==> src/sv/sparse_dot_score_fusion_macros.svh <==
// Assertion macros for the sparse dot score fusion block.
// Expects clk and rst_n in the scope of use.
`ifndef SPARSE_DOT_SCORE_FUSION_MACROS_SVH
`define SPARSE_DOT_SCORE_FUSION_MACROS_SVH

// same-cycle implication
`define SDSF_ASSERT_IMP(lbl, ante, cons, msg) \
  lbl: assert property (@(posedge clk) disable iff (!rst_n) (ante) |-> (cons)) else $error(msg);

// next-cycle implication
`define SDSF_ASSERT_NXT(lbl, ante, cons, msg) \
  lbl: assert property (@(posedge clk) disable iff (!rst_n) (ante) |=> (cons)) else $error(msg);

`endif

==> src/sv/sdsf_pkg.sv <==
// Shared types, constants and tables for the sparse dot score fusion block.
// No dependencies.
`default_nettype none
package sdsf_pkg;

  localparam int FEATURE_DEPTH = 65536;
  localparam int ADDR_W        = $clog2(FEATURE_DEPTH);
  localparam int VALUE_BITS    = 16;
  localparam int ACC_W         = 34;
  localparam int QDEPTH        = 4;
  localparam int QPTR_W        = $clog2(QDEPTH);
  localparam int CFG_IDX_W     = 1;
  localparam int CFG_DATA_W    = 16;

  localparam logic [15:0] Q_ONE = 16'h8000;
  localparam logic [15:0] ALPHA_RESET = 16'h4000;

  // register indexes
  localparam logic [CFG_IDX_W-1:0] REG_FUSION_EXP = 1'd0;
  localparam logic [CFG_IDX_W-1:0] REG_THRESHOLD  = 1'd1;

  typedef enum logic [1:0] {
    OP_WRITE    = 2'd0,
    OP_ACC      = 2'd1,
    OP_ACC_LAST = 2'd2
  } op_t;

  typedef struct packed {
    op_t         op;
    logic [15:0] idx;
    logic [15:0] val;
    logic [15:0] base;
  } qitem_t;

  typedef struct packed {
    logic [15:0] dot;
    logic [15:0] base;
    logic [15:0] alpha;
  } fuse_req_t;

  typedef struct packed {
    logic        done;
    logic [15:0] fused;
  } fuse_sts_t;

  typedef logic [31:0] exp_tab_t [16];

  function automatic logic [63:0] isqrt64(input logic [63:0] v);
    logic [63:0] x;
    logic [63:0] r;
    logic [63:0] b;
    x = v;
    r = '0;
    b = 64'h1 << 62;
    for (int k = 0; k < 32; k++) begin
      if (b > x) b = b >> 2;
    end
    for (int k = 0; k < 32; k++) begin
      if (b != 0) begin
        if (x >= r + b) begin
          x = x - (r + b);
          r = (r >> 1) + b;
        end else begin
          r = r >> 1;
        end
        b = b >> 2;
      end
    end
    return r;
  endfunction

  // 2^(2^-i), i = 1..16, Q2.30, each the integer square root of the previous
  function automatic exp_tab_t exp_tab_f();
    logic [63:0] c;
    exp_tab_t    t;
    c = 64'h1 << 31;
    for (int i = 0; i < 16; i++) begin
      c = isqrt64(c << 30);
      t[i] = c[31:0];
    end
    return t;
  endfunction

  localparam exp_tab_t EXP_TAB = exp_tab_f();

endpackage
`default_nettype wire

==> src/sv/sdsf_if.sv <==
// Channel interfaces: input requests, results, configuration writes.
// Uses no package.
`default_nettype none
interface sdsf_in_if;
  logic        valid;
  logic        ready;
  logic        req_type;
  logic [15:0] feature_index;
  logic [15:0] entry_value;
  logic [15:0] base_score;
  logic        last_entry;
  modport source (output valid, req_type, feature_index, entry_value, base_score,
                  last_entry, input ready);
  modport sink (input valid, req_type, feature_index, entry_value, base_score,
                last_entry, output ready);
endinterface

`default_nettype wire

==> src/sv/sdsf_front.sv <==
// Front end: accepts requests, classifies them and queues them for the back end.
// Depends on sdsf_pkg and sdsf_if.
`default_nettype none
module sdsf_front import sdsf_pkg::*; (
  input  logic     clk,
  input  logic     rst_n,
  sdsf_in_if.sink  in_ch,
  input  logic     hold,
  input  logic     pop,
  output qitem_t   head,
  output logic     nonempty
);
  qitem_t              q_r [QDEPTH];
  logic [QPTR_W-1:0]   wr_r, wr_nxt, rd_r, rd_nxt;
  logic [QPTR_W:0]     cnt_r, cnt_nxt;
  logic                push;
  qitem_t              item;

  always_comb begin
    item.op   = !in_ch.req_type ? OP_WRITE : (in_ch.last_entry ? OP_ACC_LAST : OP_ACC);
    item.idx  = in_ch.feature_index;
    item.val  = in_ch.entry_value;
    item.base = in_ch.base_score;
  end

  assign in_ch.ready = !hold && (cnt_r != (QPTR_W+1)'(QDEPTH));
  assign push        = in_ch.valid && in_ch.ready;
  assign nonempty    = (cnt_r != '0);
  assign head        = q_r[rd_r];

  always_comb begin
    wr_nxt  = push ? wr_r + 1'b1 : wr_r;
    rd_nxt  = pop ? rd_r + 1'b1 : rd_r;
    cnt_nxt = cnt_r + (QPTR_W+1)'(push) - (QPTR_W+1)'(pop);
  end

  always_ff @(posedge clk) begin
    if (!rst_n) begin
      wr_r  <= '0;
      rd_r  <= '0;
      cnt_r <= '0;
    end else begin
      wr_r  <= wr_nxt;
      rd_r  <= rd_nxt;
      cnt_r <= cnt_nxt;
    end
  end

  always_ff @(posedge clk) begin
    if (push) q_r[wr_r] <= item;
  end
endmodule
`default_nettype wire

==> src/flat_wrapper.sv <==
// flat-port wrapper written by rule: the top's interface ports become plain ports
module sdsf_front_flat import sdsf_pkg::*;
  (clk, rst_n, hold, pop, head, nonempty, in_ch_valid, in_ch_req_type, in_ch_feature_index, in_ch_entry_value, in_ch_base_score, in_ch_last_entry, in_ch_ready);
  sdsf_in_if in_ch_i ();
  input  logic clk;
  input  logic rst_n;
  input  logic hold;
  input  logic pop;
  output qitem_t head;
  output logic nonempty;
  input wire logic [$bits(in_ch_i.valid)-1:0] in_ch_valid;
  input wire logic [$bits(in_ch_i.req_type)-1:0] in_ch_req_type;
  input wire logic [$bits(in_ch_i.feature_index)-1:0] in_ch_feature_index;
  input wire logic [$bits(in_ch_i.entry_value)-1:0] in_ch_entry_value;
  input wire logic [$bits(in_ch_i.base_score)-1:0] in_ch_base_score;
  input wire logic [$bits(in_ch_i.last_entry)-1:0] in_ch_last_entry;
  output wire logic [$bits(in_ch_i.ready)-1:0] in_ch_ready;
  assign in_ch_i.valid = in_ch_valid;
  assign in_ch_i.req_type = in_ch_req_type;
  assign in_ch_i.feature_index = in_ch_feature_index;
  assign in_ch_i.entry_value = in_ch_entry_value;
  assign in_ch_i.base_score = in_ch_base_score;
  assign in_ch_i.last_entry = in_ch_last_entry;
  assign in_ch_ready = in_ch_i.ready;
  sdsf_front u_core (.clk(clk), .rst_n(rst_n), .in_ch(in_ch_i), .hold(hold), .pop(pop), .head(head), .nonempty(nonempty));
endmodule
==> config.mk <==
export PLATFORM = sky130hd
export DESIGN_NAME = sdsf_front_flat
export DESIGN_NICKNAME = d
export VERILOG_FILES = /design/src/sv/sparse_dot_score_fusion_macros.svh /design/src/sv/sdsf_pkg.sv /design/src/sv/sdsf_if.sv /design/src/sv/sdsf_front.sv /design/src/flat_wrapper.sv
export SDC_FILE = /design/constraint.sdc
export NUM_CORES = 1
export LEC_CHECK = 0
export BUFFER_PORTS_ARGS = -buffer_cell sky130_fd_sc_hd__buf_2
export CORE_AREA = 3 3 144 146
export CTS_CLUSTER_SIZE = 16
export DETAILED_ROUTE_END_ITERATION = 7
export DIE_AREA = 0 0 147 149
export GPL_TIMING_DRIVEN = 0
export HOLD_SLACK_MARGIN = 0.05
export PLACE_DENSITY = 0.59
export SYNTH_ARGS = -nofsm -noshare
export SYNTH_HDL_FRONTEND = slang
export SYNTH_SLANG_ARGS = --single-unit
==> constraint.sdc <==
create_clock -name clk -period 5.14 [get_ports clk]
set_clock_uncertainty 0.2 [all_clocks]
set_input_delay 0.514 -clock clk [delete_from_list [all_inputs] [get_ports clk]]
set_output_delay 0.514 -clock clk [all_outputs]
set_load 0.01 [all_outputs]
==> out/results.tsv, run 1 <==
stage	metric	value	unit
yosys	synth_top_area_share	77.5	%
critical_path	path_delay_family	buffers and inverters	
finish	final_core_util	50.7	%
timing	post-route-min-period	2600	ps
critical_path	start_kind	flop	
clock_network	cts_buffer_depth	3	
power	p_leak	3.39	nW
finish	fin_nets	551	
floorplanning	core_area	0.0195	mm²
critical_path	cp.required	4430	ps
clock_network	cts_root_buf	clkbuf_16	
finish	syn2layout_area_growth	27.8	%
timing	setup_viol	0	
timing	finalSetupTns	0	ps
route	wl_per_cell	18.1	µm
yosys	synth_compound_area_share	0	%
place	hpwl	7.85	mm
clock_network	worstSkewPairLatency	480	ps
yosys	synth_area_leaders	edfxtp_1 (78%), mux4_2 (15%), dfxtp_1 (2.3%)	
floorplanning	dieWidth	147	µm
floorplanning	rows	51	
critical_path	crit_arrival	1890	ps
route	via_count	3700	
floorplanning	num_io_pins	107	
power	switching_power	0.000837	W
finish	multi_input_area	0.00141	mm²
yosys	syn_nets	373	
place	port_buffers	105	
floorplanning	die_area	0.0219	mm²
timing	slew_headroom	43.7	%
timing	finalCritPeriodShare	50.7	%
finish	fillCellCount	1641	
global_routing	antenna_found_initial	1	
critical_path	cp_num_buf_inv	3	
floorplanning	start_util	39.7	%
timing	worst_slew_pin_slew	845	ps
yosys	syn_avg_cell_area	24.9	µm²
min_path	min_to	u_core.q_r[1][48]$_DFFE_PP_	
critical_path	cpMostUsedCell	buf_2	
clock_network	cts_htree_levels	1	
global_routing	grt-ovfl-total	0	
yosys	syn_area	0.00775	mm²
route	drtIter0Drc	147	
finish	drive_above_1_share	40.4	%
route	drc_errors	0	
timing	slew_viol_final	0	
route	postRouteAntennaNets	0	
floorplanning	die_y	149	µm
yosys	synth_fa_ha_area_share	1.23	%
flow_run	drv_cap	0	
power	clkPwrFrac	41.9	%
route	wirelength	13.9	mm
yosys	synthDistinctLibCells	21	
timing	hold_violations	0	
timing	fmax	384	MHz
critical_path	endpoint_kind	output pin	
place	gp_congestion	0.685	
run_status	outcome	finished, final reports clean	
min_path	min-delay-path-class	in2reg	
min_path	hold_depth	2	
yosys	synth_largest_area_cell	edfxtp_1	
yosys	yosys.area_share.simple	1.60	%
power	p_per_area	416	mW/mm²
timing	grt_setup_unrepaired	false	
clock_network	cts_tree	done	
yosys	yosysWarnings	0	
finish	antenna_cells	0	
yosys	synth_seq_cells	209	
critical_path	worst_path_max_delay_cell	mux4_2	
finish	regArea	0.00619	mm²
global_routing	grt_pass1_vias	4004	
yosys	muxShareOfSynthArea	14.8	%
yosys	synth_seq_area_share	79.8	%
critical_path	cpPeakStageDelay	380	ps
critical_path	cp_max_fo	10	
global_routing	grt.total_usage	13.0	%
power	vdd_ir_drop_max	249	µV
yosys	synthXorXnorAreaFrac	0.452	%
place	dpl-instance-area	0.00862	mm²
power	seqPwrFrac	47.7	%
critical_path	timing.rr.end	u_core.q_r[1][25]$_DFFE_PP_	
min_path	hp-start	in_ch_last_entry	
clock_network	clk_pin_slew_worst_paths	60	ps
finish	final_area	0.00991	mm²
route	viasPerCell	4.81	
yosys	synth_top_family_by_area	multiplexers	
power	p_int	0.00328	W
global_routing	grt_max_degree	51	
yosys	syn_inst	311	
critical_path	rrSetupSlack	2660	ps
clock_network	numCtsBuffers	23	
critical_path	reg2reg_from	u_core.cnt_r[1]$_SDFF_PN0_	
critical_path	reg2reg_depth	3	
route	drt_first_pass_iters	4	
critical_path	crit_chain	buf_1 -> buf_2 -> mux4_2 -> buf_2	
global_routing	grt_pass1_wl	22.1	mm
power	combPwrFrac	10.3	%
timing	whs	156	ps
critical_path	crit_type	reg2out	
clock_network	clock-sinks	209	
power	switching_share	20.3	%
placed cells by master (no fill, tap or decap), types with 2 or more instances in the layout:
cell type | netlist | layout
and2_1 | 10 | 6
and2_4 | 0 | 4
buf_12 | 5 | 5
buf_2 | 5 | 110
bufinv_16 | 0 | 6
clkbuf_1 | 1 | 5
clkbuf_16 | 0 | 23
clkinv_1 | 0 | 4
clkinv_2 | 0 | 3
dfxtp_1 | 9 | 9
dlygate4sd3_1 | 0 | 48
edfxtp_1 | 200 | 200
ha_1 | 6 | 6
inv_1 | 5 | 5
mux2i_1 | 2 | 2
mux4_2 | 50 | 50
nand2_1 | 5 | 5
nor2b_1 | 2 | 2
xnor2_1 | 3 | 3
power groups by stage:
stage / logic (W) / registers, W / clock network [W]
floorplan: 0.000253 / 0.00200 / 0
global placement: 0.000399 / 0.00200 / 0
detailed placement: 0.000409 / 0.00200 / 0
CTS: 0.000439 / 0.00197 / 0.00178
global route: 0.000467 / 0.00197 / 0.00186
finish: 0.000424 / 0.00197 / 0.00173
layer usage:
layer  up-vias  wire length, µm  global-route usage (%)
met5         -               13                       0
met4         2              182                    3.08
met2       111             7010                    22.2
met1      1915             5940                    17.1
met3        17              783                    2.89
li1       1655                -                       -
worst register-to-register path: stages, from the launching register on:
cell	delay [ps]
dfxtp_1	430
nor3b_1	110
nor3b_2	520
and2_4	820
timing repair:
action / in CTS / in global routing
gates resized for setup: 0 / 0
endpoints found under the setup margin: 0 / 0
hold endpoints to repair: 192 / 0
hold buffers: 48 / 0
setup buffers: 0 / 0
layout make-up:
cell class / instances / area share [%]
inverters: 5 / 0.189
clock inverters: 14 / 2.21
multi-input cells: 84 / 14.2
plain buffers: 13 / 1.45
flip-flops and latches: 209 / 62.4
well taps: 265 / 3.35
clock buffers: 27 / 5.96
repair buffers: 153 / 10.2
cells by family (layout without fill, tap and decap cells):
family,after synthesis,after routing
fa+ha+maj,7,7
buf+inv,18,212
flops,209,209
xor+xnor,4,4
mux,52,52
simple gates,21,21
cell usage after synthesis:
master / count
and2_1: 10
buf_1: 1
buf_12: 5
buf_2: 5
buf_6: 1
clkbuf_1: 1
dfxtp_1: 9
edfxtp_1: 200
fa_1: 1
ha_1: 6
inv_1: 5
mux2i_1: 2
mux4_2: 50
nand2_1: 5
nor2_1: 1
nor2b_1: 2
nor3b_1: 1
nor3b_2: 1
or3_1: 1
xnor2_1: 3
xor2_1: 1
through the flow:
stage	worst slack [ps]	instances	power [W]
final	2540	770	0.00412
after global routing	2410	770	0.00430
after CTS	2450	770	0.00418
after detailed placement	2550	681	0.00241
after global placement	1090	681	0.00240
after floorplan	2410	311	0.00225
worst max-delay path by stage:
stage / from / endpoint / cells after the start
floorplan: hold / u_core.q_r[0][0]$_DFFE_PP_ / 2
global placement: hold / u_core.q_r[0][19]$_DFFE_PP_ / 3
detailed placement: hold / u_core.q_r[0][20]$_DFFE_PP_ / 3
CTS: flop / head[25] / 4
global route: flop / head[5] / 4
finish: flop / head[5] / 4
sequential cells by signal, indices dropped and copies added, names as in the netlist, named ones only:
register,count
u_core.q_r,200
u_core.cnt_r,3
u_core.wr_r,2
u_core.rd_r,2
No activity file was read; power rests on OpenSTA's default activity.
==> run 2: changes to the inputs <==
ABC_AREA = 1   (was unset)
CORE_AREA = 3 3 145 147   (was 3 3 144 146)
DIE_AREA = 0 0 148 150   (was 0 0 147 149)
PLACE_DENSITY = 0.62   (was 0.59)
clock period = 2.1 ns   (was 5.14 ns; I/O delays follow)
==> out/results.tsv, run 2 <==
stage	metric	value	unit	change
run_status	outcome	finished, final reports clean		unchanged
clock_network	cts_tree	done		unchanged
finish	largest-register	u_core.q_r		unchanged
power	vdd_ir_drop_max	714	µV	was 249 µV
route	viasPerCell	4.94		was 4.81
yosys	synth_seq_cells	209		unchanged
yosys	synthDistinctLibCells	19		was 21
finish	drive_above_1_share	26.3	%	was 40.4%
critical_path	crit_arrival	1660	ps	was 1890 ps
yosys	synth_most_common_cell	edfxtp_1		unchanged
timing	finalCritPeriodShare	98.7	%	
global_routing	grtUsageMet2	28.0	%	was 22.2%
yosys	synth_top_area_share	75.7	%	was 77.5%
floorplanning	die_y	150	µm	was 149 µm
place	port_buffers	106		was 105
power	combPwrFrac	13.0	%	was 10.3%
timing	slew_viol_final	0		unchanged
critical_path	endpoint_kind	output pin		unchanged
timing	grt_setup_unrepaired	true		was false
global_routing	grt-busiest-layer	met2		unchanged
global_routing	grt_max_degree	25		was 51
floorplanning	core_area	0.0200	mm²	was 0.0195 mm²
yosys	yosys-top-cells-count	edfxtp_1 (200), nor2_1 (113), o21ai_1 (81)		was edfxtp_1 (200), mux4_2 (50), and2_1 (10)
power	p_int	0.00770	W	was 0.00328 W
global_routing	grt.total_usage	16.2	%	was 13.0%
timing	slew_headroom	83.0	%	was 43.7%
clock_network	cts_buffer_depth	3		unchanged
yosys	synth_area_leaders	edfxtp_1 (76%), nor2_1 (5.3%), o21ai_1 (5.1%)		was edfxtp_1 (78%), mux4_2 (15%), dfxtp_1 (2.3%)
timing	hold_violations	0		unchanged
timing	setup_ws	26.3	ps	was 2540 ps
critical_path	cp.required	1690	ps	was 4430 ps
global_routing	antenna_found_initial	0		was 1
power	seqPwrFrac	48.8	%	was 47.7%
yosys	synth_largest_area_cell	edfxtp_1		unchanged
timing	setup_viol	0		unchanged
critical_path	crit_type	reg2out		unchanged
global_routing	grt_use_met1	21.2	%	was 17.1%
finish	largest_reg_flops	200		unchanged
route	drtIter0Drc	353		was 147
floorplanning	num_io_pins	107		unchanged
yosys	syn_avg_cell_area	14.4	µm²	was 24.9 µm²
min_path	min-delay-path-class	reg2reg		was in2reg
place	gp_congestion	0.771		was 0.685
place	dpl-instance-area	0.00903	mm²	was 0.00862 mm²
route	postRouteAntennaNets	0		unchanged
clock_network	worstSkewPairLatency	490	ps	was 480 ps
global_routing	use_met3	2.91	%	was 2.89%
floorplanning	dieWidth	148	µm	was 147 µm
timing	worst_slew_pin_slew	253	ps	was 845 ps
clock_network	cts_htree_levels	1		unchanged
power	clkPwrFrac	38.2	%	was 41.9%
power	switching_power	0.00228	W	was 0.000837 W
place	hpwl	11.1	mm	was 7.85 mm
clock_network	cts_root_buf	clkbuf_16		unchanged
global_routing	grt-ovfl-total	0		unchanged
power	p_leak	3.82	nW	was 3.39 nW
timing	whs	238	ps	was 156 ps
flow_run	drv_cap	0		unchanged
yosys	yosysWarnings	0		unchanged
power	finalPower	0.00998	W	was 0.00412 W
finish	final_area	0.0105	mm²	was 0.00991 mm²
global_routing	grt_pass1_vias	5222		was 4,004
yosys	synth_edf_count	200		unchanged
route	via_count	5109		was 3,700
clock_network	clock-sinks	209		unchanged
floorplanning	rows	52		was 51
power	p_per_area	947	mW/mm²	was 416 mW/mm²
timing	post-route-min-period	2070	ps	
clock_network	clk_pin_slew_worst_paths	60	ps	about the same
finish	reg_top3	u_core.q_r (200), u_core.cnt_r (3)		unchanged
place	preCtsSetupSlack	-198	ps	was 2550 ps
yosys	synth_ff_type	edfxtp_1		unchanged
yosys	syn_inst	551		was 311
finish	syn2layout_area_growth	32.9	%	was 27.8%
timing	fmax	482	MHz	
yosys	synth_async_sr_flop_share	0	%	unchanged
yosys	syn_area	0.00793	mm²	was 0.00775 mm²
finish	antenna_cells	0		unchanged
yosys	syn_nets	613		was 373
finish	layout_common_cells	edfxtp_1 (200), nor2_1 (108), buf_2 (106)		was edfxtp_1 (200), buf_2 (110), mux4_2 (50)
clock_network	numCtsBuffers	22		was 23
critical_path	start_kind	flop		unchanged
route	wl_per_cell	17.7	µm	was 18.1 µm
power	switching_share	22.9	%	was 20.3%
critical_path	cp_max_fo	10		unchanged
yosys	synth_seq_area_share	78.0	%	was 79.8%
timing	finalSetupTns	0	ps	unchanged
route	wirelength	18.3	mm	was 13.9 mm
finish	fin_nets	813		was 551
floorplanning	die_area	0.0222	mm²	was 0.0219 mm²
finish	layout_commonest_cell	edfxtp_1		unchanged
global_routing	grt_pass1_wl	27.9	mm	was 22.1 mm
floorplanning	start_util	39.6	%	was 39.7%
route	drt_first_pass_iters	5		was 4
route	drc_errors	0		unchanged
run 2: logic make-up (layout without fill, tap and decap cells):
kind of cell               Yosys count  in the layout  share of synthesized area [%]
and+or+nand+nor                    127            127                           6.15
AOI/OAI and AO/OA                  154            154                           10.5
xor gates and xnor gates             1              1                          0.110
adders and majority gates            7              7                           1.20
DFF                                209            209                           78.0
buffers and inverters               53            266                           4.07
run 2: worst paths after layout:
kind                               start  slack, ps  cells after the start                          to
min          u_core.rd_r[1]$_SDFFE_PN0P_        240                      1                        flop
max reg2reg   u_core.cnt_r[0]$_SDFF_PN0_        160                     10  u_core.cnt_r[2]$_SDFF_PN0_
max                                 flop         30                      5                    head[22]
min reg2reg  u_core.rd_r[1]$_SDFFE_PN0P_        240                      1                        flop
run 2: per-layer routing:
layer | up-vias | wire length, µm
met3 | 21 | 1050
met1 | 2503 | 7680
met2 | 143 | 9300
li1 | 2442 | -
met4 | 0 | 266
met5 | - | 0
run 2: stage by stage:
stage	util, %	cells
after detailed placement	45.0	935
after floorplan	-	551
after CTS	52.3	1034
after global routing	52.6	1034
final	52.6	1034
after global placement	44.1	927
run 2: worst max-delay path, cell delays in order, from the launching register on:
cell     delay [ps]
dfxtp_2         350
buf_12          160
buf_6           160
o21ai_1         100
o22ai_2         230
buf_2           170
run 2: layout make-up:
class                      count  area, µm²
fill                        1695       9500
timing repair buffer         176       1320
clock inverter                10        126
clock buffer                  27        591
sequential                   209       6190
multi-input combinational    289       1520
buffer                        31        360
tap                          270        338
inverter                      22       97.6
run 2: power by group through the flow:
| stage | clock network, W | registers, W | logic, W |
|---|---|---|---|
| 2_1_floorplan | 0 | 0.00494 | 0.000630 |
| 3_3_place_gp | 0 | 0.00495 | 0.00104 |
| 3_5_place_dp | 0 | 0.00495 | 0.00114 |
| 4_1_cts | 0.00390 | 0.00486 | 0.00129 |
| 5_1_grt | 0.00412 | 0.00489 | 0.00143 |
| 6_report | 0.00381 | 0.00487 | 0.00130 |
run 2: repair_timing:
item                                   in CTS  in global routing
hold buffers                               56                  0
setup endpoints to repair                 151                 35
gates resized for setup                    40                 15
setup buffers                               6                  0
endpoints found under the hold margin     209                  0
pin swaps                                   8                  7
==> run 3: changes to the inputs <==
ABC_CLOCK_PERIOD_IN_PS = 2100   (was unset)
CORE_AREA = 2 2 144 146   (was 3 3 145 147)
DIE_AREA = 0 0 146 148   (was 0 0 148 150)
==> out/results.tsv, run 3 (same netlist as run 2, synthesis figures left out) <==
stage	metric	value	unit	change
finish	final_area	0.0107	mm²	was 0.0105 mm²
timing	setup_ws	28.2	ps	was 26.3 ps
min_path	min-delay-path-class	reg2reg		unchanged
route	drt_first_pass_iters	5		unchanged
clock_network	clk_pin_slew_worst_paths	60	ps	about the same
place	preCtsSetupSlack	-118	ps	was -198 ps
floorplanning	die_y	148	µm	was 150 µm
global_routing	grt-ovfl-total	0		unchanged
global_routing	grt_max_degree	25		unchanged
finish	syn2layout_area_growth	34.6	%	was 32.9%
finish	reg_top3	u_core.q_r (200), u_core.cnt_r (3)		unchanged
critical_path	worst_path_max_delay_cell	dfxtp_4		was dfxtp_2
clock_network	cts_root_buf	clkbuf_16		unchanged
route	drtIter0Drc	300		was 353
critical_path	crit_type	reg2out		unchanged
power	p_per_area	934	mW/mm²	was 947 mW/mm²
place	port_buffers	106		unchanged
route	via_count	5207		was 5,109
power	switching_share	23.0	%	was 22.9%
power	combPwrFrac	13.3	%	was 13.0%
power	p_int	0.00768	W	was 0.00770 W
floorplanning	num_io_pins	107		unchanged
critical_path	cpPeakStageDelay	360	ps	was 350 ps
finish	layout_commonest_cell	edfxtp_1		unchanged
route	postRouteAntennaNets	0		unchanged
critical_path	cp.required	1690	ps	about the same
floorplanning	start_util	39.6	%	unchanged
route	drc_errors	0		unchanged
finish	fin_nets	818		was 813
place	hpwl	10.8	mm	was 11.1 mm
timing	hold_violations	0		unchanged
finish	drive_above_1_share	26.7	%	was 26.3%
critical_path	start_kind	flop		unchanged
timing	worst_slew_pin_slew	270	ps	was 253 ps
place	dpl-instance-area	0.00905	mm²	was 0.00903 mm²
floorplanning	rows	52		unchanged
clock_network	clock-sinks	209		unchanged
floorplanning	core_area	0.0200	mm²	unchanged
route	viasPerCell	4.99		was 4.94
floorplanning	dieWidth	146	µm	was 148 µm
finish	fillCellCount	1730		was 1,695
critical_path	path_delay_family	buffers and inverters		unchanged
power	vdd_ir_drop_max	473	µV	was 714 µV
timing	finalCritPeriodShare	98.7	%	about the same
finish	largest_reg_flops	200		unchanged
floorplanning	die_area	0.0216	mm²	was 0.0222 mm²
timing	setup_viol	0		unchanged
run_status	outcome	finished, final reports clean		unchanged
timing	fmax	483	MHz	was 482 MHz
power	seqPwrFrac	48.7	%	was 48.8%
clock_network	worstSkewPairLatency	490	ps	about the same
critical_path	cp_num_buf_inv	4		was 3
critical_path	cp_max_fo	10		unchanged
global_routing	grt_pass1_wl	28.1	mm	was 27.9 mm
timing	grt_setup_unrepaired	true		unchanged
critical_path	crit_arrival	1660	ps	about the same
clock_network	numCtsBuffers	22		unchanged
global_routing	grt_pass1_vias	5337		was 5,222
clock_network	cts_htree_levels	1		unchanged
power	clkPwrFrac	38.0	%	was 38.2%
power	finalPower	0.00998	W	about the same
place	gp_congestion	0.728		was 0.771
finish	layout_common_cells	edfxtp_1 (200), nor2_1 (108), buf_2 (107)		was edfxtp_1 (200), nor2_1 (108), buf_2 (106)
finish	largest-register	u_core.q_r		unchanged
timing	slew_headroom	81.9	%	was 83.0%
timing	post-route-min-period	2070	ps	about the same
global_routing	antenna_found_initial	1		was 0
route	wirelength	18.2	mm	was 18.3 mm
clock_network	cts_buffer_depth	3		unchanged
timing	finalSetupTns	0	ps	unchanged
timing	slew_viol_final	0		unchanged
route	wl_per_cell	17.4	µm	was 17.7 µm
finish	final_core_util	53.3	%	was 52.6%
critical_path	crit_chain	buf_12 -> inv_12 -> buf_8 -> nor2_1 -> o22ai_1 -> buf_2		was buf_12 -> buf_6 -> o21ai_1 -> o22ai_2 -> buf_2
power	p_leak	3.89	nW	was 3.82 nW
critical_path	endpoint_kind	output pin		unchanged
flow_run	drv_cap	0		unchanged
global_routing	grt.total_usage	16.7	%	was 16.2%
clock_network	cts_tree	done		unchanged
power	switching_power	0.00230	W	was 0.00228 W
==> run 3: what timing repair did <==
action	CTS	global route
resized for setup	40	21
gates cloned	3	0
setup buffers	9	0
pin swaps	13	11
hold buffers	55	0
endpoints found under the hold margin	209	0
endpoints found under the setup margin	166	30
==> run 3: through the flow <==
stage,hold slack [ps],std cells
after floorplan,103,551
after global placement,220,927
after detailed placement,225,935
after CTS,240,1042
after global routing,253,1043
final,236,1043
==> run 3: layout make-up <==
| type | instances | area, µm² | area share, % |
|---|---|---|---|
| Multi-Input combinational cell | 289 | 1520 | 14.2 |
| Clock buffer | 35 | 706 | 6.61 |
| Tap cell | 270 | 338 | 3.16 |
| Timing Repair inverter | 1 | 11.3 | 0.105 |
| Sequential cell | 209 | 6190 | 58.0 |
| Clock inverter | 5 | 25.0 | 0.234 |
| Antenna cell | 1 | 2.50 | 0.0234 |
| Buffer | 31 | 359 | 3.36 |
| Timing Repair Buffer | 180 | 1430 | 13.4 |
| Inverter | 22 | 97.6 | 0.914 |
==> run 3: final timing paths <==
kind,from,end,slack (ps),depth (start not counted)
max,flop,head[31],30,6
min,u_core.rd_r[1]$_SDFFE_PN0P_,flop,240,1
max reg2reg,u_core.cnt_r[0]$_SDFF_PN0_,u_core.cnt_r[2]$_SDFF_PN0_,140,10
min reg2reg,u_core.rd_r[1]$_SDFFE_PN0P_,flop,240,1
==> run 3: worst reg2reg max path: cells and delay by family, from the launching register on <==
kind / cells / cell delay, ps
DFF: 1 / 340
xor gates and xnor gates: 1 / 200
buffers and inverters: 3 / 160
adders and majority gates: 3 / 790
and+or+nand+nor: 3 / 170
==> run 3: layer usage <==
metal | up-vias | share of wire (%) | global-route usage, %
met2 | 149 | 50 | 29.0
met1 | 2570 | 43 | 21.6
met3 | 23 | 5.5 | 3.09
met5 | - | 0 | 0
met4 | 0 | 1.7 | 5.00
li1 | 2465 | - | -
==> run 3: power groups by stage <==
| stage | clock [W] | sequential (W) | combinational, W |
|---|---|---|---|
| global route | 0.00402 | 0.00488 | 0.00145 |
| floorplan | 0 | 0.00494 | 0.000630 |
| finish | 0.00379 | 0.00486 | 0.00132 |
| CTS | 0.00386 | 0.00486 | 0.00131 |
| detailed placement | 0 | 0.00495 | 0.00113 |
| global placement | 0 | 0.00495 | 0.00104 |
